## src/hw/rtl/edf_pkg.sv

```systemverilog
// shared types and field widths of the edf job scheduler
package edf_pkg;

   localparam int TASK_W = 4;
   localparam int WORK_W = 16;
   localparam int TICK_W = 32;

   // one request beat
   typedef struct packed {
      logic              func;
      logic [TASK_W-1:0] task_id;
      logic [WORK_W-1:0] work_ticks;
      logic [TICK_W-1:0] abs_deadline;
   } req_type;

   // one response beat
   typedef struct packed {
      logic [TASK_W-1:0] served_task;
      logic              idle;
      logic              job_done;
      logic              late;
      logic              rejected;
   } rsp_type;

   // one stored job slot
   typedef struct packed {
      logic [TASK_W-1:0] task_id;
      logic [WORK_W-1:0] remaining;
      logic [TICK_W-1:0] deadline;
      logic [TICK_W-1:0] release_tick;
   } slot_type;

   localparam int SLOT_W = $bits(slot_type);

   // request function codes
   localparam logic FUNC_RELEASE = 1'b0;
   localparam logic FUNC_TICK    = 1'b1;

   // control from the sequencer to the compare unit
   typedef struct packed {
      logic start;
      logic cand_on;
   } pick_ctl_type;

   // sequencer states
   typedef enum logic [3:0] {
      ST_IDLE = 4'b0001,
      ST_FREE = 4'b0010,
      ST_SCAN = 4'b0100,
      ST_EMIT = 4'b1000
   } state_type;

endpackage

```

## src/hw/rtl/edf_ram.sv

```systemverilog
// generic single write port, single read port ram with registered read
module edf_ram #(
   parameter int WIDTH = 84,
   parameter int DEPTH = 16
) (
   input  logic                     clock,
   input  logic                     wr_en,
   input  logic [$clog2(DEPTH)-1:0] wr_addr,
   input  logic [WIDTH-1:0]         wr_data,
   input  logic                     rd_en,
   input  logic [$clog2(DEPTH)-1:0] rd_addr,
   output logic [WIDTH-1:0]         rd_data
);

   logic [WIDTH-1:0] mem_ff [DEPTH];
   logic [WIDTH-1:0] rd_data_ff;

   // write port and registered read port
   always_ff @(posedge clock) begin
      if (wr_en) begin
         mem_ff[wr_addr] <= wr_data;
      end
      if (rd_en) begin
         rd_data_ff <= mem_ff[rd_addr];
      end
   end

   assign rd_data = rd_data_ff;

endmodule

```

## src/hw/rtl/edf_pick.sv

```systemverilog
// shared deadline compare unit that keeps the best candidate of a scan
module edf_pick #(
   parameter int IDX_W = 4
) (
   input  logic                  clock,
   input  logic                  reset,
   input  edf_pkg::pick_ctl_type ctl,
   input  logic [IDX_W-1:0]      cand_idx,
   input  edf_pkg::slot_type     cand,
   output logic                  best_found,
   output logic [IDX_W-1:0]      best_idx,
   output edf_pkg::slot_type     best_slot
);

   logic                  found_ff;
   logic                  found_in;
   logic [IDX_W-1:0]      idx_ff;
   logic [IDX_W-1:0]      idx_in;
   edf_pkg::slot_type     slot_ff;
   edf_pkg::slot_type     slot_in;
   logic                  earlier;
   logic                  take;

   // strict order on deadline then release tick, so ties keep the lower slot
   assign earlier = {cand.deadline, cand.release_tick} <
                    {slot_ff.deadline, slot_ff.release_tick};
   assign take    = ctl.cand_on && (!found_ff || earlier);

   // best candidate update
   always_comb begin
      found_in = found_ff;
      idx_in   = idx_ff;
      slot_in  = slot_ff;
      if (ctl.start) begin
         found_in = 1'b0;
      end else if (take) begin
         found_in = 1'b1;
         idx_in   = cand_idx;
         slot_in  = cand;
      end
   end

   always_ff @(posedge clock) begin
      if (reset) begin
         found_ff <= 1'b0;
      end else begin
         found_ff <= found_in;
      end
      idx_ff  <= idx_in;
      slot_ff <= slot_in;
   end

   assign best_found = found_ff;
   assign best_idx   = idx_ff;
   assign best_slot  = slot_ff;

endmodule

```

## src/hw/rtl/edf_job_scheduler.sv

```systemverilog
// edf job scheduler top level: sequencer, slot valid bits, slot ram, tick counter
// a release beat examines one valid bit per cycle, from slot 0 up to the lowest free one
// a tick beat feeds one slot per cycle through the ram read port
//   into the shared deadline compare unit, then updates the chosen slot and responds
// one beat is worked on at a time; the response register frees the input side
// reset clears the valid bits, the tick counter and the sequencer at once; slot ram is not cleared
module edf_job_scheduler #(
   parameter int JOB_SLOTS = 16
) (
   input  logic             clock,
   input  logic             reset,
   input  logic             req_valid,
   output logic             req_stall,
   input  edf_pkg::req_type req_data,
   output logic             rsp_valid,
   input  logic             rsp_stall,
   output edf_pkg::rsp_type rsp_data
);

   localparam int IW = (JOB_SLOTS > 1) ? $clog2(JOB_SLOTS) : 1;
   localparam logic [IW-1:0] LAST_IDX = IW'(JOB_SLOTS - 1);

   edf_pkg::state_type            state_ff;
   edf_pkg::state_type            state_in;
   logic [IW-1:0]                 idx_ff;
   logic [IW-1:0]                 idx_in;
   logic                          last_ff;
   logic                          last_in;
   logic                          cmp_on_ff;
   logic                          cmp_on_in;
   logic [IW-1:0]                 cmp_idx_ff;
   logic [IW-1:0]                 cmp_idx_in;
   logic [JOB_SLOTS-1:0]          valid_ff;
   logic [JOB_SLOTS-1:0]          valid_in;
   logic [edf_pkg::TICK_W-1:0]    now_ff;
   logic [edf_pkg::TICK_W-1:0]    now_in;
   edf_pkg::req_type              job_ff;
   edf_pkg::req_type              job_in;
   logic                          rej_ff;
   logic                          rej_in;
   logic                          rsp_valid_ff;
   logic                          rsp_valid_in;
   edf_pkg::rsp_type              rsp_ff;
   edf_pkg::rsp_type              rsp_in;

   logic                          accept;
   logic                          out_free;
   logic                          emit_load;
   logic                          ram_wr_en;
   logic [IW-1:0]                 ram_wr_addr;
   edf_pkg::slot_type             ram_wr_data;
   logic                          ram_rd_en;
   logic [IW-1:0]                 ram_rd_addr;
   edf_pkg::slot_type             ram_rd_data;
   edf_pkg::pick_ctl_type         pick_ctl;
   logic                          best_found;
   logic [IW-1:0]                 best_idx;
   edf_pkg::slot_type             best_slot;

   assign accept   = req_valid && (state_ff == edf_pkg::ST_IDLE);
   assign out_free = !rsp_valid_ff || !rsp_stall;

   // slot storage
   edf_ram #(
      .WIDTH (edf_pkg::SLOT_W),
      .DEPTH (JOB_SLOTS)
   ) u_slot_ram (
      .clock   (clock),
      .wr_en   (ram_wr_en),
      .wr_addr (ram_wr_addr),
      .wr_data (ram_wr_data),
      .rd_en   (ram_rd_en),
      .rd_addr (ram_rd_addr),
      .rd_data (ram_rd_data)
   );

   // shared deadline compare unit
   edf_pick #(
      .IDX_W (IW)
   ) u_pick (
      .clock      (clock),
      .reset      (reset),
      .ctl        (pick_ctl),
      .cand_idx   (cmp_idx_ff),
      .cand       (ram_rd_data),
      .best_found (best_found),
      .best_idx   (best_idx),
      .best_slot  (best_slot)
   );

   // sequencer
   always_comb begin
      state_in     = state_ff;
      idx_in       = idx_ff;
      last_in      = last_ff;
      cmp_on_in    = 1'b0;
      cmp_idx_in   = cmp_idx_ff;
      valid_in     = valid_ff;
      now_in       = now_ff;
      job_in       = job_ff;
      rej_in       = rej_ff;
      rsp_in       = rsp_ff;
      emit_load    = 1'b0;
      ram_wr_en    = 1'b0;
      ram_wr_addr  = idx_ff;
      ram_wr_data  = best_slot;
      ram_rd_en    = 1'b0;
      ram_rd_addr  = idx_ff;
      pick_ctl.start   = 1'b0;
      pick_ctl.cand_on = (state_ff == edf_pkg::ST_SCAN) && cmp_on_ff && valid_ff[cmp_idx_ff];

      case (state_ff)
         edf_pkg::ST_IDLE: begin
            if (accept) begin
               job_in         = req_data;
               idx_in         = '0;
               last_in        = 1'b0;
               pick_ctl.start = 1'b1;
               state_in       = (req_data.func == edf_pkg::FUNC_TICK) ?
                                edf_pkg::ST_SCAN : edf_pkg::ST_FREE;
            end
         end
         edf_pkg::ST_FREE: begin
            // lowest free slot, one valid bit per cycle
            if (!valid_ff[idx_ff]) begin
               ram_wr_en                = 1'b1;
               ram_wr_addr              = idx_ff;
               ram_wr_data.task_id      = job_ff.task_id;
               ram_wr_data.remaining    = job_ff.work_ticks;
               ram_wr_data.deadline     = job_ff.abs_deadline;
               ram_wr_data.release_tick = now_ff;
               valid_in[idx_ff]         = 1'b1;
               rej_in                   = 1'b0;
               state_in                 = edf_pkg::ST_EMIT;
            end else if (idx_ff == LAST_IDX) begin
               rej_in   = 1'b1;
               state_in = edf_pkg::ST_EMIT;
            end else begin
               idx_in = idx_ff + 1'b1;
            end
         end
         edf_pkg::ST_SCAN: begin
            // read one slot per cycle, compare it the cycle after
            if (!last_ff) begin
               ram_rd_en   = 1'b1;
               ram_rd_addr = idx_ff;
               cmp_on_in   = 1'b1;
               cmp_idx_in  = idx_ff;
               if (idx_ff == LAST_IDX) begin
                  last_in = 1'b1;
               end else begin
                  idx_in = idx_ff + 1'b1;
               end
            end else begin
               state_in = edf_pkg::ST_EMIT;
            end
         end
         edf_pkg::ST_EMIT: begin
            if (out_free) begin
               emit_load = 1'b1;
               rsp_in    = '0;
               state_in  = edf_pkg::ST_IDLE;
               if (job_ff.func == edf_pkg::FUNC_RELEASE) begin
                  rsp_in.rejected = rej_ff;
               end else begin
                  now_in = now_ff + 1'b1;
                  if (!best_found) begin
                     rsp_in.idle = 1'b1;
                  end else begin
                     rsp_in.served_task = best_slot.task_id;
                     rsp_in.late        = (now_ff >= best_slot.deadline);
                     if (best_slot.remaining <= edf_pkg::WORK_W'(1)) begin
                        rsp_in.job_done    = 1'b1;
                        valid_in[best_idx] = 1'b0;
                     end else begin
                        ram_wr_en             = 1'b1;
                        ram_wr_addr           = best_idx;
                        ram_wr_data           = best_slot;
                        ram_wr_data.remaining = best_slot.remaining - 1'b1;
                     end
                  end
               end
            end
         end
         default: begin
            state_in = edf_pkg::ST_IDLE;
         end
      endcase
   end

   // response register
   always_comb begin
      if (emit_load) begin
         rsp_valid_in = 1'b1;
      end else if (rsp_valid_ff && !rsp_stall) begin
         rsp_valid_in = 1'b0;
      end else begin
         rsp_valid_in = rsp_valid_ff;
      end
   end

   always_ff @(posedge clock) begin
      if (reset) begin
         state_ff     <= edf_pkg::ST_IDLE;
         idx_ff       <= '0;
         last_ff      <= 1'b0;
         cmp_on_ff    <= 1'b0;
         valid_ff     <= '0;
         now_ff       <= '0;
         rsp_valid_ff <= 1'b0;
      end else begin
         state_ff     <= state_in;
         idx_ff       <= idx_in;
         last_ff      <= last_in;
         cmp_on_ff    <= cmp_on_in;
         valid_ff     <= valid_in;
         now_ff       <= now_in;
         rsp_valid_ff <= rsp_valid_in;
      end
      cmp_idx_ff <= cmp_idx_in;
      job_ff     <= job_in;
      rej_ff     <= rej_in;
      rsp_ff     <= rsp_in;
   end

   assign req_stall = (state_ff != edf_pkg::ST_IDLE);
   assign rsp_valid = rsp_valid_ff;
   assign rsp_data  = rsp_ff;

   // idle and rejected beats carry no service information
   a_quiet_flags: assert property (@(posedge clock) disable iff (reset)
      rsp_valid_ff && (rsp_ff.idle || rsp_ff.rejected) |->
         (rsp_ff.served_task == '0) && !rsp_ff.job_done && !rsp_ff.late)
      else $error("idle or rejected beat carries service flags");

   // a finished job frees its slot
   a_done_frees: assert property (@(posedge clock) disable iff (reset)
      emit_load && (job_ff.func == edf_pkg::FUNC_TICK) && best_found &&
         (best_slot.remaining <= edf_pkg::WORK_W'(1)) |=> !valid_ff[$past(best_idx)])
      else $error("finished job left its slot valid");

   // only a tick advances time
   a_release_no_time: assert property (@(posedge clock) disable iff (reset)
      emit_load && (job_ff.func == edf_pkg::FUNC_RELEASE) |=> $stable(now_ff))
      else $error("release moved the tick counter");

endmodule
```

## config.mk

```make
export PLATFORM = sky130hd
export DESIGN_NAME = edf_job_scheduler
export DESIGN_NICKNAME = d
export VERILOG_FILES = /design/src/hw/rtl/edf_pkg.sv /design/src/hw/rtl/edf_ram.sv /design/src/hw/rtl/edf_pick.sv /design/src/hw/rtl/edf_job_scheduler.sv
export SDC_FILE = /design/constraint.sdc
export NUM_CORES = 2
export LEC_CHECK = 0
export ABC_AREA = 1
export BUFFER_PORTS_ARGS = -buffer_cell sky130_fd_sc_hd__buf_2
export CAP_MARGIN = 25
export CORE_MARGIN = 2
export CORE_UTILIZATION = 48
export CTS_CLUSTER_SIZE = 24
export DETAILED_ROUTE_END_ITERATION = 10
export PLACE_DENSITY = 0.69
export REMOVE_ABC_BUFFERS = 1
export SYNTH_ARGS = -nofsm -noshare
export SYNTH_HDL_FRONTEND = slang
export SYNTH_HIERARCHICAL = 1
export SYNTH_SLANG_ARGS = --single-unit
```

## constraint.sdc

```tcl
create_clock -name clock -period 9.4 [get_ports clock]
set_input_delay 0.94 -clock clock [delete_from_list [all_inputs] [get_ports clock]]
set_output_delay 0.94 -clock clock [all_outputs]
set_load 0.05 [all_outputs]
```

==> impl_metrics.py <==
metrics = {
    "place": {
        "gp_congestion": 0.8740,
        "portBuffers": 66,
        "dpl-instance-area_um2": 74820,
        "dpl.hpwl_um": 101700,
        "dp.cells": 8939,
    },
    "final_layout": {
        "n_antenna_cell": 0,
        "fin_cells": 9246,
        "fillers": 12740,
        "finalNetCount": 7264,
        "final_area_um2": 80190,
        "drive_above_1_share": 0.06501,
        "area_delta_synth_final_pct": 10.51,
    },
    "setup_path": {
        "reg2reg_slack_ps": 4160,
        "crit_type": "reg2reg",
        "cp.arrival_ps": 5660,
        "critPathMaxFanout": 36,
        "cp-start-kind": "flip-flop",
        "cp.required_ps": 9820,
        "crit_path_end_kind": "flip-flop",
    },
    "floorplanning": {
        "dieWidth_um": 392.8,
        "die_h_um": 392.8,
        "start_util": 0.4839,
        "ios": 67,
        "die-area_um2": 154300,
        "rows": 142,
        "coreArea_um2": 150000,
    },
    "synthesis": {
        "synth_fa_ha_area_frac": 0.01759,
        "avgSynthCellArea_um2": 10.25,
        "synth_common_cells": "nand2_1, edfxtp_1, inv_1",
        "syn_area_um2": 72570,
        "synth-compound-area-share": 0.01916,
        "synthXorXnorAreaFrac": 0.002414,
        "ys_warn_count": 6,
        "yosys.area_share.simple": 0.2030,
        "yosysMostFrequentCell": "nand2_1",
        "yosys.area.top_type": "edfxtp_1",
        "synth_area_leaders": "edfxtp_1, nand2_1, nand3_1, inv_1, ha_1",
        "synth-edff-count": 1582,
        "synthMuxAreaShare": 0,
        "ys_ff_latch": 1642,
        "synth_top_area_frac": 0.6546,
        "synth_top_family_by_area": "simple AND/OR/NAND/NOR gates",
        "synth_cell_types": 45,
        "ys.flop_type": "edfxtp_1",
        "async_flop_share": 0,
        "synth_cells": 7078,
        "ys_seq_area_frac": 0.6712,
    },
    "clock_tree": {
        "post_cts.repair.setup_buffers": 0,
        "cts_tree": "done",
        "cts_resized": 0,
        "htreeDepth": 4,
        "cts_root_buf": "clkbuf_16",
        "cts.clk_slew.worst_paths_ps": 60,
        "max-clock-path-buffers": 3,
        "cts_hold_buf": 0,
        "clkLatencyLatePin_ps": 820,
        "numCtsBuffers": 163,
        "cts.sinks": 1642,
    },
    "pwr": {
        "p_leak_nw": 33.32,
        "p_per_area_nw_per_um2": 233.7,
        "irDropWorstVdd_mv": 0.2390,
    },
    "drt": {
        "drc": 0,
        "drtIter0Drc": 5769,
        "wire_per_inst_um": 20.04,
        "drtAntennaViolNets": 0,
        "vias": 48950,
        "viasPerCell": 5.295,
        "routed_wl_um": 185300,
        "firstDrtPassIters": 5,
    },
    "timing": {
        "drv_slew": 0,
        "period_share": 0.5577,
        "hold_viol": 0,
        "min_period_ps": 5243,
        "worst_pin_slew_ps": 1250,
        "finClkSkew_ps": 35.75,
        "setup_viol": 0,
        "rsz0062_at_grt": "false",
        "fmax_ghz": 0.1907,
        "max_slew_margin": 0.1664,
        "whs_ps": 296.8,
        "fin_tns_setup_ps": 0,
    },
    "grt": {
        "grt_usage": 0.2413,
        "antenna_found_initial": 3,
        "grt_overflow": 0,
        "grt_pass1_wl_um": 281800,
        "grt_max_degree": 206,
        "grt_pass1_vias": 47280,
    },
    "outcome": {
        "status": "completed",
    },
    "flow_run": {
        "drv_cap": 0,
    },
    "worst_hold_path": {
        "hold_path_class": "in2reg",
    },
}
[placed cells by master, fill, tap and decap left out, drive strengths merged]
master and n:
nor3 40, or2 2, o31ai 2, clkinvlp 4
clkbuf 207, dfxtp 60, nand2 2169, and3 1
o22ai 1, a211oi 1, bufinv 16, nand3 1077
o211ai 4, ha 102, edfxtp 1582, nand3b 5
nor2 152, a21o 1, o21a 3, nor4 4
a21oi 119, inv 1251, clkinv 59, o21bai 1
xor2 18, xnor2 2, nand4 37, o21ai 129
buf 180, nor3b 1
[registers in the layout, indices dropped and copies added, names as in the netlist, 4 cells and up]
name,count
cmp_idx_ff,4
idx_ff,4
job_ff,53
now_ff,32
rsp_data,8
state_ff,4
u_pick/best_idx,4
u_pick/best_slot,84
u_slot_ram/mem_ff,1344
u_slot_ram/rd_data,84
valid_ff,16
[logic make-up after synthesis]
| family | Yosys count |
|---|---|
| and+or+nand+nor | 3488 |
| buffers and inverters | 1565 |
| AOI/OAI and AO/OA | 261 |
| xor gates and xnor gates | 20 |
| DFF | 1642 |
| adders and majority gates | 102 |
[per-stage QoR]
stage | util | power (mW) | setup WS [ps]
after global routing | 0.5348 | 19.54 | 3840
after global placement | 0.4984 | 12.36 | 4117
after floorplan | - | 11.62 | -23640
after detailed placement | 0.4990 | 12.43 | 3938
after CTS | 0.5337 | 18.81 | 4191
final | 0.5348 | 18.74 | 4157
[where the power goes]
part	switching (mW)	internal (mW)	total [mW]
clock	2.72	3.69	6.41
sequential	0.185	8.33	8.51
combinational	2.79	1.02	3.82
total	5.70	13.0	18.7
[area by class of cell]
class / instances / area, um2 / share of cell area
Multi-Input combinational cell: 3871 / 17720 / 0.2209
Clock buffer: 207 / 4318 / 0.05384
Inverter: 1247 / 4716 / 0.05881
Sequential cell: 1642 / 48720 / 0.6076
Timing Repair Buffer: 180 / 1318 / 0.01643
Clock inverter: 83 / 880.8 / 0.01098
Tap cell: 2016 / 2522 / 0.03145
[worst max-delay path, cell delays in order (launching register included)]
cell,delay (ps)
dfxtp_1,390
nor2_1,60
nand3_1,110
clkinv_1,710
nand3_1,800
o21ai_0,290
inv_1,140
nand2_1,240
nor2_4,560
buf_4,720
buf_4,760
[worst paths after layout]
path,start,end,cells past startpoint
setup / recovery,state_ff[0]$_SDFFE_PP1P_,u_slot_ram/mem_ff[2][24]$_DFFE_PP_,10
hold / removal,req_data[48],job_ff[48]$_DFFE_PP_,1
hold reg to reg,u_slot_ram/rd_data[70]$_DFFE_PP_,u_pick/best_slot[70]$_DFFE_PP_,0
setup reg to reg,state_ff[0]$_SDFFE_PP1P_,u_slot_ram/mem_ff[2][24]$_DFFE_PP_,10
[routing by layer]
metal / wire [um] / up-vias / global-route usage
met5: 13 / - / 0
met4: 5256 / 2 / 0.08276
met3: 15280 / 356 / 0.04185
met2: 89080 / 2028 / 0.4000
met1: 75660 / 23440 / 0.3214
li1: - / 23130 / -
Power figures use the tool's default switching activity.
